===== src/lpfr_pkg.sv =====
// Shared types and constants for the LRU page-frame replacer.
// No dependencies; imported by every module of the block.
`default_nettype none

package lpfr_pkg;

  localparam int MAX_FRAMES_DEF = 8;
  localparam int PAGE_BITS_DEF  = 16;

  // Width of one recency-order entry and of the frames_in_use register.
  localparam int ORDER_W     = 4;
  localparam int CFG_W       = 4;
  localparam int FRAME_IDX_W = 3;

  localparam logic [ORDER_W-1:0] EMPTY_CODE   = 4'hF;
  localparam logic [CFG_W-1:0]   FRAMES_RESET = 4'd8;

  typedef enum logic [2:0] {
    ST_IDLE,
    ST_SCAN,
    ST_POS,
    ST_VICTIM,
    ST_EVICT,
    ST_SHIFT,
    ST_RESULT
  } lpfr_state_e;

  typedef struct packed {
    logic clear;
    logic page_we;
    logic order_we;
  } lpfr_store_cmd_t;

endpackage

`default_nettype wire


===== src/lpfr_store.sv =====
// Frame table and recency order of the LRU page-frame replacer.
// Depends on lpfr_pkg; instantiated by lru_page_frame_replacer.
`default_nettype none

module lpfr_store
  import lpfr_pkg::*;
#(
  parameter int MAX_FRAMES = MAX_FRAMES_DEF,
  parameter int PAGE_BITS  = PAGE_BITS_DEF,
  localparam int IdxW      = (MAX_FRAMES > 1) ? $clog2(MAX_FRAMES) : 1
) (
  input  wire                    clk_i,
  input  wire                    rst_ni,
  input  lpfr_store_cmd_t        cmd_i,
  input  wire  [IdxW-1:0]        page_raddr_i,
  input  wire  [IdxW-1:0]        page_waddr_i,
  input  wire  [PAGE_BITS-1:0]   page_wdata_i,
  output logic [PAGE_BITS-1:0]   page_rdata_o,
  input  wire  [IdxW-1:0]        order_raddr_i,
  input  wire  [IdxW-1:0]        order_waddr_i,
  input  wire  [ORDER_W-1:0]     order_wdata_i,
  output logic [ORDER_W-1:0]     order_rdata_o
);

  logic [PAGE_BITS-1:0] page_q  [MAX_FRAMES];
  logic [ORDER_W-1:0]   order_q [MAX_FRAMES];

  // A configuration write empties every frame at once, just like reset.
  always_ff @(posedge clk_i or negedge rst_ni) begin
    if (!rst_ni) begin
      for (int i = 0; i < MAX_FRAMES; i++) begin
        page_q[i]  <= '0;
        order_q[i] <= EMPTY_CODE;
      end
    end else if (cmd_i.clear) begin
      for (int i = 0; i < MAX_FRAMES; i++) begin
        page_q[i]  <= '0;
        order_q[i] <= EMPTY_CODE;
      end
    end else begin
      if (cmd_i.page_we) begin
        page_q[page_waddr_i] <= page_wdata_i;
      end
      if (cmd_i.order_we) begin
        order_q[order_waddr_i] <= order_wdata_i;
      end
    end
  end

  assign page_rdata_o  = page_q[page_raddr_i];
  assign order_rdata_o = order_q[order_raddr_i];

endmodule

`default_nettype wire


===== src/lru_page_frame_replacer.sv =====
// Top level of the LRU page-frame replacer: request sequencer and result register.
// Depends on lpfr_pkg and lpfr_store.
`default_nettype none

// Each request carries one page number and produces one result: hit, the frame
// that now holds the page, and the page evicted on a full miss (else zero).
// Work is done by one sequencer walking the frame table and recency order one
// entry per cycle. A request for page zero changes nothing. The block takes
// one request at a time; a finished result waits in an output register while
// the next request is accepted, and a result stalls only while the previous
// one is still waiting. Writing frames_in_use (0 acts as 1, values above
// MAX_FRAMES act as MAX_FRAMES) empties all frames.

module lru_page_frame_replacer
  import lpfr_pkg::*;
#(
  parameter int MAX_FRAMES = MAX_FRAMES_DEF,
  parameter int PAGE_BITS  = PAGE_BITS_DEF
) (
  input  wire                    clk_i,
  input  wire                    rst_ni,
  input  wire                    cfg_valid_i,
  output logic                   cfg_ready_o,
  input  wire  [CFG_W-1:0]       cfg_frames_in_use_i,
  input  wire                    in_valid_i,
  output logic                   in_ready_o,
  input  wire  [PAGE_BITS-1:0]   page_number_i,
  output logic                   out_valid_o,
  input  wire                    out_ready_i,
  output logic                   hit_o,
  output logic [FRAME_IDX_W-1:0] frame_index_o,
  output logic [PAGE_BITS-1:0]   evicted_page_o
);

  localparam int IdxW = (MAX_FRAMES > 1) ? $clog2(MAX_FRAMES) : 1;
  localparam int CntW = $clog2(MAX_FRAMES + 1);

  lpfr_state_e state_q, state_d;
  logic [CntW-1:0]        cnt_q, cnt_d;
  logic [ORDER_W-1:0]     frame_q, frame_d;
  logic [ORDER_W-1:0]     free_q, free_d;
  logic                   free_found_q, free_found_d;
  logic                   hit_q, hit_d;
  logic [PAGE_BITS-1:0]   page_q, page_d;
  logic [PAGE_BITS-1:0]   evict_q, evict_d;
  logic [CFG_W-1:0]       cfg_q, cfg_d;
  logic                   out_valid_q, out_valid_d;
  logic                   out_hit_q, out_hit_d;
  logic [FRAME_IDX_W-1:0] out_frame_q, out_frame_d;
  logic [PAGE_BITS-1:0]   out_evict_q, out_evict_d;

  logic [CFG_W-1:0]     n_cfg;
  logic [CntW-1:0]      n;
  logic                 last;
  logic [CntW-1:0]      cnt_inc;
  logic                 is_free;
  logic [ORDER_W-1:0]   free_idx;

  lpfr_store_cmd_t      cmd;
  logic [IdxW-1:0]      page_raddr, page_waddr, order_raddr, order_waddr;
  logic [PAGE_BITS-1:0] page_rdata;
  logic [ORDER_W-1:0]   order_wdata, order_rdata;
  logic                 out_load;

  lpfr_store #(
    .MAX_FRAMES (MAX_FRAMES),
    .PAGE_BITS  (PAGE_BITS)
  ) u_store (
    .clk_i         (clk_i),
    .rst_ni        (rst_ni),
    .cmd_i         (cmd),
    .page_raddr_i  (page_raddr),
    .page_waddr_i  (page_waddr),
    .page_wdata_i  (page_q),
    .page_rdata_o  (page_rdata),
    .order_raddr_i (order_raddr),
    .order_waddr_i (order_waddr),
    .order_wdata_i (order_wdata),
    .order_rdata_o (order_rdata)
  );

  always_comb begin
    n_cfg = cfg_q;
    if (cfg_q == '0) begin
      n_cfg = CFG_W'(1);
    end else if (cfg_q > CFG_W'(MAX_FRAMES)) begin
      n_cfg = CFG_W'(MAX_FRAMES);
    end
  end

  assign n        = CntW'(n_cfg);
  assign last     = (cnt_q == CntW'(n - CntW'(1)));
  assign cnt_inc  = CntW'(cnt_q + CntW'(1));
  assign is_free  = (page_rdata == '0);
  assign free_idx = free_found_q ? free_q : ORDER_W'(cnt_q);

  always_comb begin
    state_d      = state_q;
    cnt_d        = cnt_q;
    frame_d      = frame_q;
    free_d       = free_q;
    free_found_d = free_found_q;
    hit_d        = hit_q;
    page_d       = page_q;
    evict_d      = evict_q;
    cfg_d        = cfg_q;
    cmd          = '0;
    page_raddr   = cnt_q[IdxW-1:0];
    page_waddr   = frame_q[IdxW-1:0];
    order_raddr  = cnt_q[IdxW-1:0];
    order_waddr  = cnt_q[IdxW-1:0];
    order_wdata  = frame_q;
    in_ready_o   = 1'b0;
    cfg_ready_o  = 1'b0;
    out_load     = 1'b0;

    case (state_q)
      ST_IDLE: begin
        in_ready_o  = 1'b1;
        cfg_ready_o = 1'b1;
        if (cfg_valid_i) begin
          cfg_d     = cfg_frames_in_use_i;
          cmd.clear = 1'b1;
        end
        if (in_valid_i) begin
          page_d       = page_number_i;
          hit_d        = 1'b0;
          frame_d      = '0;
          evict_d      = '0;
          free_found_d = 1'b0;
          cnt_d        = '0;
          state_d      = (page_number_i == '0) ? ST_RESULT : ST_SCAN;
        end
      end

      // One pass looks for the page and remembers the lowest empty frame.
      ST_SCAN: begin
        if (page_rdata == page_q) begin
          hit_d   = 1'b1;
          frame_d = ORDER_W'(cnt_q);
          cnt_d   = '0;
          state_d = ST_POS;
        end else begin
          if (is_free && !free_found_q) begin
            free_found_d = 1'b1;
            free_d       = ORDER_W'(cnt_q);
          end
          if (last) begin
            cnt_d = '0;
            if (free_found_q || is_free) begin
              frame_d     = free_idx;
              page_waddr  = free_idx[IdxW-1:0];
              cmd.page_we = 1'b1;
              state_d     = ST_SHIFT;
            end else begin
              state_d = ST_VICTIM;
            end
          end else begin
            cnt_d = cnt_inc;
          end
        end
      end

      // Find the hit frame in the recency order; if absent, treat it as the
      // most recent position.
      ST_POS: begin
        if (order_rdata == frame_q || last) begin
          state_d = ST_SHIFT;
        end else begin
          cnt_d = cnt_inc;
        end
      end

      ST_VICTIM: begin
        order_raddr = '0;
        if (order_rdata >= ORDER_W'(n)) begin
          frame_d = '0;
        end else begin
          frame_d = order_rdata;
        end
        state_d = ST_EVICT;
      end

      ST_EVICT: begin
        page_raddr  = frame_q[IdxW-1:0];
        evict_d     = page_rdata;
        cmd.page_we = 1'b1;
        cnt_d       = '0;
        state_d     = ST_SHIFT;
      end

      // Close the gap left at the removed position, then append the frame.
      ST_SHIFT: begin
        cmd.order_we = 1'b1;
        if (last) begin
          order_wdata = frame_q;
          state_d     = ST_RESULT;
        end else begin
          order_raddr = cnt_inc[IdxW-1:0];
          order_wdata = order_rdata;
          cnt_d       = cnt_inc;
        end
      end

      ST_RESULT: begin
        if (!out_valid_q || out_ready_i) begin
          out_load = 1'b1;
          state_d  = ST_IDLE;
        end
      end

      default: begin
        state_d = ST_IDLE;
      end
    endcase
  end

  always_comb begin
    out_valid_d = out_valid_q && !out_ready_i;
    out_hit_d   = out_hit_q;
    out_frame_d = out_frame_q;
    out_evict_d = out_evict_q;
    if (out_load) begin
      out_valid_d = 1'b1;
      out_hit_d   = hit_q;
      out_frame_d = frame_q[FRAME_IDX_W-1:0];
      out_evict_d = evict_q;
    end
  end

  always_ff @(posedge clk_i or negedge rst_ni) begin
    if (!rst_ni) begin
      state_q      <= ST_IDLE;
      cnt_q        <= '0;
      free_found_q <= 1'b0;
      cfg_q        <= FRAMES_RESET;
      out_valid_q  <= 1'b0;
    end else begin
      state_q      <= state_d;
      cnt_q        <= cnt_d;
      free_found_q <= free_found_d;
      cfg_q        <= cfg_d;
      out_valid_q  <= out_valid_d;
    end
  end

  always_ff @(posedge clk_i) begin
    frame_q     <= frame_d;
    free_q      <= free_d;
    hit_q       <= hit_d;
    page_q      <= page_d;
    evict_q     <= evict_d;
    out_hit_q   <= out_hit_d;
    out_frame_q <= out_frame_d;
    out_evict_q <= out_evict_d;
  end

  assign out_valid_o    = out_valid_q;
  assign hit_o          = out_hit_q;
  assign frame_index_o  = out_frame_q;
  assign evicted_page_o = out_evict_q;

endmodule

`default_nettype wire


===== config.mk =====
export PLATFORM = sky130hd
export DESIGN_NAME = lru_page_frame_replacer
export DESIGN_NICKNAME = d
export VERILOG_FILES = /design/src/lpfr_pkg.sv /design/src/lpfr_store.sv /design/src/lru_page_frame_replacer.sv
export SDC_FILE = /design/constraint.sdc
export NUM_CORES = 1
export LEC_CHECK = 0
export ABC_AREA = 1
export BUFFER_PORTS_ARGS = -buffer_cell sky130_fd_sc_hd__buf_4
export CORE_ASPECT_RATIO = 0.9
export CORE_MARGIN = 5
export CORE_UTILIZATION = 43
export DETAILED_ROUTE_END_ITERATION = 8
export GPL_TIMING_DRIVEN = 0
export PLACE_DENSITY = 0.6
export SLEW_MARGIN = 20
export SYNTH_ARGS = -nofsm -noshare
export SYNTH_HDL_FRONTEND = slang
export SYNTH_SLANG_ARGS = --single-unit

===== constraint.sdc =====
create_clock -name clk_i -period 8.7 [get_ports clk_i]
set_input_delay 2.175 -clock clk_i [delete_from_list [all_inputs] [get_ports clk_i]]
set_output_delay 2.175 -clock clk_i [all_outputs]
set_load 0.01 [all_outputs]

# Yosys cells after proc, flatten, opt, wreduce, memory -nomap -nowiden
# Cells that the tools add are included.
# op_classes
n_eq_ne,20
n_lt_le_gt_ge,8
n_reduce_logical,29
add_sub_neg,2
n_mux,67
bitwise,5
# op_table
cell,n
2-to-1 mux 128 bit,2
bitwise mux 128 bit,1
2-to-1 mux 4 bit,17
2-to-1 mux 16 bit,4
2-to-1 mux 32 bit,2
binary-select mux 16 bit (select 3 bit),1
demux 16 bit (select 3 bit),1
2-to-1 mux 3 bit,14
bitwise mux 32 bit,1
zero test 16 bit,2
one-hot mux 16 bit (2 select lines),1
one-hot mux 3 bit (7 select lines),1
one-hot mux 4 bit (5 select lines),1
!= test 2 bit (second input constant),9
equality test 16 bit,1
>= comparator 4 bit (second input constant),4
inverter 3 -> 4 bit,4
2-to-1 mux 1 bit,14
binary-select mux 4 bit (select 3 bit),1
demux 4 bit (select 3 bit),1
one-hot mux 4 bit (3 select lines),1
AND reduction 4 bit,3
equality test 3 bit (second input constant),3
equality test 4 bit,2
other kinds (22),40
# word_totals
in_bits,25
wordCells,160
out_inout_bits,23
regBits,234

# Depth between registers and ports, before layout
# Gate-level depths: netlist (run 1).
# depth
depth_word,20
depth_mapped,28
ltp_nobuf,27

# Hierarchy
# Synthesis (run 1) repeated with hierarchy kept, for this count alone.
# hier_totals
hier_cells,1697
area_unflattened_um2,12455.7
# modules_own_cells
module,area_per_inst_um2,cells_per_inst,n_inst,seq_area_each_um2
lpfr_store,8669.6,1258,1,4043.9
lru_page_frame_replacer,3786.1,439,1,2158.3

# Worst setup path after synthesis (run 1)
# No wires, ideal clock.
# synth_timing
path_kind,reg-to-reg
startpoint,reg cfg_q[3]
endpoint,"reg frame_q[1], data pin"
period_less_slack_ns,3.986
path_stages_with_launch,28
setup_time_ns,0.159
n_path_buf,1
required_ns,8.541
arrival_ns,3.827
slack_ns,4.714
cell_sequence,dfstp_2 -> inv_1 -> nand2_1 -> ha_1 -> nand2_1 -> nand2_1 -> nor2_1 -> nand2_1 -> nor2_1 -> nand3_1 -> ha_1 -> o21ai_0 -> clkbuf_1 -> nand2_1 -> o21ai_0 -> inv_1 -> nand2_1 -> nand3_1 -> nand2_1 -> inv_1 -> ha_1 -> inv_1 -> a21boi_0 -> o21ai_0 -> nand2_1 -> a211oi_1 -> nand2_1 -> o211ai_1
# synth_between
elab_chain_cells,14
word_cells_on_any_way,15
classes_between,1 x add/sub; 2 x order compare; 1 x eq/ne; 9 x mux; 1 x bitwise; 1 x reduce/logical
# synth_rtl
item,line_no,rtl
start: declaration,lru_page_frame_replacer.sv:46,"logic [CFG_W-1:0] cfg_q, cfg_d;"
start signal: assignment,lru_page_frame_replacer.sv:242,cfg_q <= cfg_d;
> comparator 4 bit,lru_page_frame_replacer.sv:86,end else if (cfg_q > CFG_W'(MAX_FRAMES)) begin
2-to-1 mux 4 bit,lru_page_frame_replacer.sv:86,
2-to-1 mux 4 bit *,lru_page_frame_replacer.sv:84,if (cfg_q == '0) begin
subtractor 4 x 1 -> 4 bit,lru_page_frame_replacer.sv:92,assign last = (cnt_q == CntW'(n - CntW'(1)));
equality test 4 bit,lru_page_frame_replacer.sv:92,
2-to-1 mux 3 bit,lru_page_frame_replacer.sv:195,if (last) begin
one-hot mux 3 bit (2 select lines),lru_page_frame_replacer.sv:117,case (state_q)
inverter 3 -> 4 bit (not written as such),lpfr_store.sv:51,assign order_rdata_o = order_q[order_raddr_i];
binary-select mux 4 bit (select 3 bit),lpfr_store.sv:51,
2-to-1 mux 4 bit (not written as such) (2 in a row),lpfr_store.sv:51,
>= comparator 4 bit,lru_page_frame_replacer.sv:176,if (order_rdata >= ORDER_W'(n)) begin
2-to-1 mux 4 bit *,lru_page_frame_replacer.sv:176,
one-hot mux 4 bit (3 select lines) *,lru_page_frame_replacer.sv:117,
end signal: assignment,lru_page_frame_replacer.sv:248,frame_q <= frame_d;
end: declaration,lru_page_frame_replacer.sv:40,"logic [ORDER_W-1:0] frame_q, frame_d;"
# Mark *: on every way between the ends. The rest lies on a longest branch, timed or not. The select of a mux whose other input is x is not followed.
# A chain may end at the register's enable or synchronous reset.

# Worst setup path after layout (run 1)
# layout_timing
startpoint,reg cfg_q[1]
endpoint,"reg frame_q[0], data pin"
# The elaborated chain is that of the path after synthesis.

==> results of run 1 <==
-- state kept, by name, summed over array words and instances, names as in the netlist, 3 cells and up --
name             flops
frame_q              4
page_q              16
evict_q             16
evicted_page_o      16
u_store.page_q     128
free_q               4
state_q              3
u_store.order_q     32
frame_index_o        3
cnt_q                4
cfg_q                4
-- Yosys cell counts (2+ instances only) --
cell,number
nand2_1,547
nand3_1,269
inv_1,189
dfrtp_1,140
nor2_1,70
edfxtp_1,61
dfstp_2,33
o21ai_0,28
clkbuf_1,25
a21oi_1,24
nor3_1,23
buf_2,22
nand3b_1,21
buf_4,16
nand4_1,14
a22oi_1,12
nor4_1,11
nor2_2,10
nand2_2,8
nand4_4,8
nor3_4,8
ha_1,7
o21ai_1,7
o211ai_1,3
o21ai_4,3
buf_1,2
buf_6,2
inv_2,2
nand2_4,2
nor3_2,2
or2_2,2
-- through the flow --
| stage | utilization (%) | hold slack, ps |
|---|---|---|
| after CTS | 49.5 | 425 |
| after global routing | 49.6 | 426 |
| after global placement | 46.2 | 405 |
| final | 49.6 | 422 |
| after floorplan | - | 400 |
| after detailed placement | 46.6 | 411 |
-- cell type report --
class | count | area share (%)
Multi-Input combinational cell | 1091 | 36.8
Clock inverter | 13 | 0.763
Buffer | 67 | 2.48
Tap cell | 366 | 3.21
Inverter | 192 | 5.05
Sequential cell | 234 | 43.5
Clock buffer | 35 | 5.15
Timing Repair Buffer | 51 | 3.12
-- cells by family after synthesis --
group | Yosys count | synth area share [%]
compound gates | 82 | 3.94
xor+xnor | 2 | 0.140
fa+ha+maj | 7 | 0.701
mux | 1 | 0.0802
buf+inv | 259 | 8.61
simple gates | 999 | 36.9
flops | 234 | 49.7
-- path summary, 6_finish.rpt --
check,startpoint,slack [ps],end
min in group asynchronous,rst_ni,1540,u_store.page_q[29]
worst max register to register,cfg_q[1],3410,frame_q[0]
worst max-delay path,cfg_q[1],3410,frame_q[0]
worst min register to register,evict_q[12],420,evicted_page_o[12]
worst min-delay path,evict_q[12],420,evicted_page_o[12]
max in group asynchronous,rst_ni,6090,u_store.order_q[29]
-- power groups by stage --
stage / Combinational [mW] / Sequential (mW) / Clock [mW]
2_1_floorplan: 1.96 / 1.78 / 0
3_5_place_dp: 2.82 / 1.85 / 0
3_3_place_gp: 2.77 / 1.84 / 0
6_report: 2.87 / 1.84 / 1.09
5_1_grt: 3.18 / 1.88 / 1.15
4_1_cts: 2.83 / 1.83 / 1.10
-- per-layer routing --
| layer | share of wire, % | vias to the layer above | global-route usage, % | wire length [um] |
|---|---|---|---|---|
| li1 | - | 5284 | - | - |
| met1 | 48 | 5200 | 36.4 | 18700 |
| met2 | 41 | 389 | 34.6 | 15900 |
| met3 | 7.1 | 69 | 3.67 | 2750 |
| met4 | 3.7 | 0 | 7.26 | 1420 |
| met5 | 0 | - | 0 | 0 |
-- layout by cell type (no fill, tap or decap), types with 2 or more instances in the layout --
master,count
a21oi_1,24
a22oi_1,12
buf_1,2
buf_16,2
buf_2,22
buf_4,62
buf_6,2
buf_8,3
clkbuf_1,29
clkbuf_16,26
clkbuf_8,5
clkinv_1,3
clkinv_2,5
clkinvlp_4,4
dfrtp_1,140
dfstp_2,33
edfxtp_1,61
ha_1,7
inv_1,189
inv_2,2
nand2_1,547
nand2_2,8
nand2_4,2
nand3_1,269
nand3b_1,21
nand4_1,14
nand4_4,8
nor2_1,68
nor2_2,12
nor3_1,23
nor3_2,2
nor3_4,8
nor4_1,6
nor4_2,5
o211ai_1,3
o21ai_0,28
o21ai_1,7
o21ai_4,3
or2_2,2
==> flow_metrics.env, run 1 <==
export IMPL_status="complete, no violations"
export IMPL_r2r_cells=24
export IMPL_seq_area_um2=6200
export IMPL_cpLargestDelayFamily="compound AO/OA/AOI/OAI gates"
export IMPL_htree_levels=1
export IMPL_switching_share_pct=47.2
export IMPL_cp_max_fo=10
export IMPL_yosysSeqAreaShare_pct=49.7
export IMPL_final_cell_count_no_fill=2049
export IMPL_syn_instance_count=1584
export IMPL_power_density_nw_per_um2=406
export IMPL_setup_violations=0
export IMPL_fin_skew_ps=30.3
export IMPL_cts_tree="built"
export IMPL_hold_violations=0
export IMPL_cts_resized_gates=0
export IMPL_drv_slew=0
export IMPL_grt_overflow_total=0
export IMPL_slowest_stage="o21ai_0"
export IMPL_start_util_pct=43.4
export IMPL_dp_hpwl_um=28700
export IMPL_synth_ff_type="dfrtp_1"
export IMPL_grt_max_degree=80
export IMPL_postCtsHoldBufs=0
export IMPL_min_period_ps=5290
export IMPL_crit_type="register to register"
export IMPL_finalSetupTns_ps=0
export IMPL_leakagePower_nw=6.90
export IMPL_vias_per_cell=5.34
export IMPL_yosys_area_top_type="dfrtp_1"
export IMPL_fin_nets=1695
export IMPL_netlist_area_leader_share_pct=28.1
export IMPL_numCtsBuffers=26
export IMPL_antenna_found_initial=0
export IMPL_place_inst=2001
export IMPL_die_x_um=190
export IMPL_min_path_cells=0
export IMPL_ant_nets=0
export IMPL_antenna_cells=0
export IMPL_path_buf_inv=2
export IMPL_dpl_cell_area_um2=13400
export IMPL_postCtsSetupRepairBufs=0
export IMPL_power_switching_mw=2.74
export IMPL_worstPathRequired_ps=9100
export IMPL_wl_per_cell_um=18.9
export IMPL_path_common_cell="nand2_1"
export IMPL_p_int_mw=3.06
export IMPL_seqPwrFrac_pct=31.7
export IMPL_drcViolationCount=0
export IMPL_synthTopCellsByArea="dfrtp_1 28%, nand2_1 16%, edfxtp_1 15%, nand3_1 11%, dfstp_2 6.9%"
export IMPL_ys_async_sr_fraction_pct=73.9
export IMPL_ys_seq_elements=234
export IMPL_relSlewSlack_pct=32.2
export IMPL_die_h_um=172
export IMPL_num_rows=59
export IMPL_crit_chain="o21bai_1 > nand2_1 > ha_1 > nand2_1 > nand2_1 > nor2_1 > nand2_1 > nor2_1 > nand3_1 > ha_1 > o21ai_0 > clkbuf_1 > o21ai_0 > nand3b_1 > nand3_1 > nand2_1 > inv_1 > ha_1 > a21boi_0 > o21ai_0 > nand2_1 > a211oi_1 > nand2_1 > o211ai_1"
export IMPL_clock_latency_ps=550
export IMPL_drive_above_1_share_pct=13.1
export IMPL_pin_count=48
export IMPL_core_um2=28800
export IMPL_finalInstanceArea_um2=14300
export IMPL_timing_final_crit_share_pct=60.8
export IMPL_path_clk_slew_ps=70
export IMPL_dieArea_um2=32600
export IMPL_worst_pin_slew_ps=1010
export IMPL_slowest_delay_ps=550
export IMPL_yosysUniqueCellTypes=44
export IMPL_clock_sinks=234
export IMPL_multi_input_area_um2=5250
export IMPL_pwr_share_comb_pct=49.6
export IMPL_fill_cells=2795
export IMPL_clkPwrFrac_pct=18.7
export IMPL_grt_pass1_vias=10100
export IMPL_vdd_drop_max_uv=166
export IMPL_cp_start_kind="register"
export IMPL_worstPathArrival_ps=5680
export IMPL_ctsLongestPathBuffers=3
export IMPL_cp_depth=24
export IMPL_syn_nets=1616
export IMPL_synth_edf_count=61
export IMPL_yosysWarnings=0
export IMPL_max_freq_ghz=0.189
export IMPL_rsz0062_at_grt="false"
export IMPL_cts_root_buf="clkbuf_16"
export IMPL_grt_pass1_wl_um=60000
export IMPL_avgSynthCellArea_um2=7.88
export IMPL_drtPass1Iterations=7
export IMPL_port_buffers=47
export IMPL_grt_usage_pct=23.7
export IMPL_drt_iter0_drc=1175
export IMPL_critPathCaptureType="register"
export IMPL_setup_ws_ps=3410
export IMPL_post_place_ws_ps=3500
export IMPL_gp_congestion=0.992
export IMPL_wirelength_um=38800
export IMPL_power_mw=5.80
export IMPL_hold_path_class="register to register"
export IMPL_syn_to_final_growth_pct=14.3
export IMPL_num_vias=10900
export IMPL_cap_violations=0
export IMPL_synth_area_um2=12500
Power figures use the tool's default switching activity.
==> run 2: changes to the inputs <==
--- a/config.mk
+++ b/config.mk
@@ -12,7 +12,7 @@
 export CORE_UTILIZATION = 43
 export DETAILED_ROUTE_END_ITERATION = 8
 export GPL_TIMING_DRIVEN = 0
-export PLACE_DENSITY = 0.6
+export PLACE_DENSITY = 0.62
 export SLEW_MARGIN = 20
 export SYNTH_ARGS = -nofsm -noshare
 export SYNTH_HDL_FRONTEND = slang
==> constraint.sdc (replaced) <==
create_clock -name clk_i -period 4.5 [get_ports clk_i]
set_input_delay 1.125 -clock clk_i [delete_from_list [all_inputs] [get_ports clk_i]]
set_output_delay 1.125 -clock clk_i [all_outputs]
set_load 0.01 [all_outputs]
==> flow_metrics.env, run 2 (synthesis gave the netlist of run 1 again) <==
export IMPL_pin_count=48
export IMPL_ctsLongestPathBuffers=3
export IMPL_die_h_um=172
export IMPL_hold_path_class="register to register"
export IMPL_wirelength_um=38600
export IMPL_finalInstanceArea_um2=14600
export IMPL_power_density_nw_per_um2=794
export IMPL_setup_violations=0
export IMPL_timing_final_crit_share_pct=98.1
export IMPL_reg2reg_slack_ps=80
export IMPL_worst_pin_slew_ps=1010
export IMPL_core_um2=28800
export IMPL_largest_reg_flops=128
export IMPL_grt_pass1_vias=10100
export IMPL_rsz0062_at_grt="true"
export IMPL_cpLargestDelayFamily="simple AND/OR/NAND/NOR gates"
export IMPL_drtPass1Iterations=5
export IMPL_top_register="u_store.page_q"
export IMPL_final_common_cell="nand2_1"
export IMPL_drv_slew=0
export IMPL_max_freq_ghz=0.226
export IMPL_holdWs_ps=416
export IMPL_cts_root_buf="clkbuf_16"
export IMPL_worstPathRequired_ps=4970
export IMPL_gp_congestion=0.971
export IMPL_cp_start_kind="register"
export IMPL_numCtsBuffers=26
export IMPL_power_mw=11.6
export IMPL_min_period_ps=4420
export IMPL_die_x_um=190
export IMPL_cts_tree="built"
export IMPL_clock_sinks=234
export IMPL_place_inst=2001
export IMPL_antenna_cells=0
export IMPL_dpl_cell_area_um2=13400
export IMPL_path_common_cell="nand2_1"
export IMPL_htree_levels=1
export IMPL_final_core_util_pct=50.6
export IMPL_num_rows=59
export IMPL_port_buffers=47
export IMPL_vias_per_cell=5.32
export IMPL_clock_latency_ps=540
export IMPL_grt_pass1_wl_um=59100
export IMPL_syn_to_final_growth_pct=16.6
export IMPL_cap_violations=0
export IMPL_dp_hpwl_um=28600
export IMPL_dieArea_um2=32600
export IMPL_grt_max_degree=63
export IMPL_fin_skew_ps=11.3
export IMPL_worstPathArrival_ps=4890
export IMPL_crit_chain="inv_1 > nand3_1 > nand2_2 > buf_2 > nand2_1 > nand3_1 > nand3_1 > nand2_1 > nand2_1 > nand2_1 > nor2_1 > nand2_1 > nor2_1 > nand2_1 > nand3_4 > nand2_4 > inv_2 > buf_2 > nor2_2 > nand2_1 > nand2_1"
export IMPL_fill_cells=2786
export IMPL_ant_nets=0
export IMPL_final_cell_mix="542 x nand2_1, 267 x nand3_1, 189 x inv_1, 140 x dfrtp_1, 72 x buf_4"
export IMPL_status="complete, no violations"
export IMPL_wl_per_cell_um=18.7
export IMPL_grt_overflow_total=0
export IMPL_fin_nets=1706
export IMPL_slowest_delay_ps=540
export IMPL_grt_usage_pct=23.3
export IMPL_vdd_drop_max_uv=434
export IMPL_crit_type="register to register"
export IMPL_drt_iter0_drc=1045
export IMPL_drcViolationCount=0
export IMPL_post_place_ws_ps=-612
export IMPL_relSlewSlack_pct=32.0
export IMPL_antenna_found_initial=0
export IMPL_start_util_pct=43.4
export IMPL_critPathCaptureType="register"
export IMPL_hold_violations=0
export IMPL_leakagePower_nw=7.03
export IMPL_largest_registers="u_store.page_q x128, u_store.order_q x32"
export IMPL_path_clk_slew_ps=60
export IMPL_drive_above_1_share_pct=14.8
export IMPL_final_cell_count_no_fill=2060
export IMPL_cp_max_fo=10
export IMPL_setup_ws_ps=84.3
export IMPL_finalSetupTns_ps=0
export IMPL_num_vias=11000
export IMPL_path_buf_inv=4
export IMPL_slowest_stage="edfxtp_1"
run 2: repair_timing:
item,4_1_cts,5_1_grt
pin swaps,0,6
hold buffers,0,0
buffers inserted,0,10
gates cloned,0,1
endpoints found under the setup margin,9,81
gates resized for setup,9,26
hold endpoints to repair,0,0
run 2: layout make-up:
cell class | instances | area (um^2) | share of cell area (%)
buffer | 67 | 375 | 2.58
clock buffer | 41 | 862 | 5.92
clock inverter | 7 | 62.6 | 0.430
inverter | 192 | 724 | 4.98
multi-input combinational | 1091 | 5340 | 36.7
sequential | 234 | 6200 | 42.6
tap | 366 | 458 | 3.15
timing repair buffer | 62 | 531 | 3.64
run 2: where the power goes:
| part | total (mW) | internal [mW] | switching, mW |
|---|---|---|---|
| registers | 3.55 | 3.09 | 0.463 |
| logic | 5.76 | 1.77 | 3.99 |
| clock network | 2.25 | 1.37 | 0.882 |
| total | 11.6 | 6.23 | 5.34 |
run 2: routing by layer:
layer | GRT usage, % | vias up | share of wire [%]
met2 | 35.3 | 388 | 43
met1 | 35.5 | 5197 | 47
met4 | 6.76 | 0 | 3.1
li1 | - | 5317 | -
met5 | 0 | - | 0
met3 | 2.78 | 60 | 7.1
run 2: worst paths after layout:
| path | startpoint | end | depth (start not counted) |
|---|---|---|---|
| max in group asynchronous | rst_ni | u_store.order_q[25] | 2 |
| hold reg to reg | evict_q[8] | evicted_page_o[8] | 0 |
| min in group asynchronous | rst_ni | u_store.page_q[76] | 1 |
| hold / removal | evict_q[8] | evicted_page_o[8] | 0 |
| setup / recovery | frame_q[0] | u_store.page_q[114] | 21 |
| setup reg to reg | frame_q[0] | u_store.page_q[114] | 21 |
run 2: worst register-to-register path, delay by kind of cell, from the launching register on:
family / cells / cell delay [ps]
buf+inv: 4 / 980
flops: 1 / 540
simple gates: 17 / 2810
==> run 3: changes to the inputs <==
--- a/config.mk
+++ b/config.mk
@@ -13,6 +13,7 @@
 export DETAILED_ROUTE_END_ITERATION = 8
 export GPL_TIMING_DRIVEN = 0
 export PLACE_DENSITY = 0.62
+export RECOVER_POWER = 25
 export SLEW_MARGIN = 20
 export SYNTH_ARGS = -nofsm -noshare
 export SYNTH_HDL_FRONTEND = slang
==> flow_metrics.env, run 3 (synthesis gave the netlist of run 1 again) <==
export IMPL_grt_use_met1_pct=35.5
export IMPL_hold_violations=0
export IMPL_clock_latency_ps=540
export IMPL_final_cell_mix="542 x nand2_1, 267 x nand3_1, 189 x inv_1, 140 x dfrtp_1, 67 x nor2_1"
export IMPL_syn_to_final_growth_pct=16.2
export IMPL_holdWs_ps=417
export IMPL_worstPathArrival_ps=4920
export IMPL_core_um2=28800
export IMPL_drt_iter0_drc=1062
export IMPL_slowest_stage="edfxtp_1"
export IMPL_relSlewSlack_pct=-123
export IMPL_drv_slew=53
export IMPL_antenna_cells=0
export IMPL_cp_start_kind="register"
export IMPL_leakagePower_nw=6.99
export IMPL_die_h_um=172
export IMPL_power_density_nw_per_um2=797
export IMPL_vias_per_cell=5.33
export IMPL_grt_max_degree=63
export IMPL_cpLargestDelayFamily="simple AND/OR/NAND/NOR gates"
export IMPL_grt_use_met3_pct=2.78
export IMPL_final_core_util_pct=50.4
export IMPL_num_rows=59
export IMPL_worstPathRequired_ps=4970
export IMPL_top_register="u_store.page_q"
export IMPL_drive_above_1_share_pct=14.2
export IMPL_busiest_layer="met1"
export IMPL_largest_registers="u_store.page_q x128, u_store.order_q x32"
export IMPL_antenna_found_initial=0
export IMPL_grt_overflow_total=0
export IMPL_start_util_pct=43.4
export IMPL_critPathCaptureType="register"
export IMPL_post_place_ws_ps=-612
export IMPL_gp_congestion=0.971
export IMPL_timing_final_crit_share_pct=98.8
export IMPL_crit_chain="inv_1 > nand3_1 > nand2_2 > buf_2 > nand2_1 > nand3_1 > nand3_1 > nand2_1 > nand2_1 > nand2_1 > nor2_1 > nand2_1 > nor2_1 > nand2_1 > nand3_4 > nand2_4 > inv_2 > buf_2 > nor2_2 > nand2_1 > nand2_1"
export IMPL_die_x_um=190
export IMPL_dpl_cell_area_um2=13400
export IMPL_ctsLongestPathBuffers=3
export IMPL_postCtsHoldBufs=0
export IMPL_setup_violations=0
export IMPL_ant_nets=0
export IMPL_fin_nets=1706
export IMPL_final_common_cell="nand2_1"
export IMPL_dieArea_um2=32600
export IMPL_power_mw=11.6
export IMPL_cp_max_fo=10
export IMPL_hold_path_class="register to register"
export IMPL_setup_ws_ps=54.0
export IMPL_path_clk_slew_ps=60
export IMPL_wirelength_um=38600
export IMPL_drtPass1Iterations=5
export IMPL_finalInstanceArea_um2=14500
export IMPL_clock_sinks=234
export IMPL_grt_pass1_vias=10100
export IMPL_min_period_ps=4450
export IMPL_htree_levels=1
export IMPL_slowest_delay_ps=550
export IMPL_largest_reg_flops=128
export IMPL_vdd_drop_max_uv=434
export IMPL_numCtsBuffers=26
export IMPL_drcViolationCount=0
export IMPL_crit_type="register to register"
export IMPL_cts_root_buf="clkbuf_16"
export IMPL_grt_pass1_wl_um=59100
export IMPL_worst_pin_slew_ps=3340
export IMPL_cap_violations=1
export IMPL_path_buf_inv=4
export IMPL_max_freq_ghz=0.225
export IMPL_pin_count=48
export IMPL_wl_per_cell_um=18.7
export IMPL_grt_usage_pct=23.3
export IMPL_num_vias=11000
export IMPL_status="finished with violations"
export IMPL_path_common_cell="nand2_1"
export IMPL_fin_skew_ps=8.89
export IMPL_violations="capacitance limit, slew limit"
export IMPL_rsz0062_at_grt="true"
export IMPL_use_met2_pct=35.3
export IMPL_port_buffers=47
export IMPL_cts_tree="built"
export IMPL_dp_hpwl_um=28600
run 3: cell count changes in the layout (fill, tap and decap cells not counted):
cell / previous run / this run
clkbuf_4: 1 / 8
buf_4: 72 / 56
clkbuf_1: 26 / 36
buf_8: 1 / 0
run 3: report_power, final:
part / internal, mW / switching, mW
sequential: 3.09 / 0.463
combinational: 1.77 / 3.99
clock: 1.37 / 0.883
total: 6.22 / 5.34
run 3: worst paths after layout:
check | slack (ps) | endpoint | start | cells after the start
max | 50 | u_store.page_q[114] | frame_q[0] | 21
min | 420 | evicted_page_o[9] | evict_q[9] | 0
max reg2reg | 50 | u_store.page_q[114] | frame_q[0] | 21
min reg2reg | 420 | evicted_page_o[9] | evict_q[9] | 0
max in group asynchronous | 870 | u_store.page_q[119] | rst_ni | 1
min in group asynchronous | 1700 | u_store.page_q[76] | rst_ni | 1
run 3: layout make-up:
type / instances / area, um^2
tap: 366 / 458
timing repair buffer: 62 / 485
sequential: 234 / 6200
clock inverter: 7 / 62.6
multi-input combinational: 1091 / 5340
clock buffer: 41 / 862
fill: 2795 / 14300
inverter: 192 / 724
buffer: 67 / 375
run 3: worst reg2reg max path: cells and delay by family (launching register included):
kind                   cells  cell delay, ps
and+or+nand+nor           17            2860
DFF                        1             550
buffers and inverters      4             980
run 3: timing repair:
action,4_1_cts,5_1_grt
endpoints found under the hold margin,0,0
setup endpoints to repair,9,81
gates cloned,0,1
buffers inserted,0,10
gates resized for setup,9,26
pin swaps,0,6
run 3: routing by layer:
layer	share of wire [%]	vias to the layer above
met5	0	-
met4	2.9	0
met3	6.9	52
met2	43	384
met1	47	5228
li1	-	5315
run 3: metrics by stage:
stage	setup TNS, ps	cells
detailed placement	-2290	2001
global route	-502	2060
global placement	-2230	1997
finish	0	2060
CTS	0	2049
floorplan	0	1584
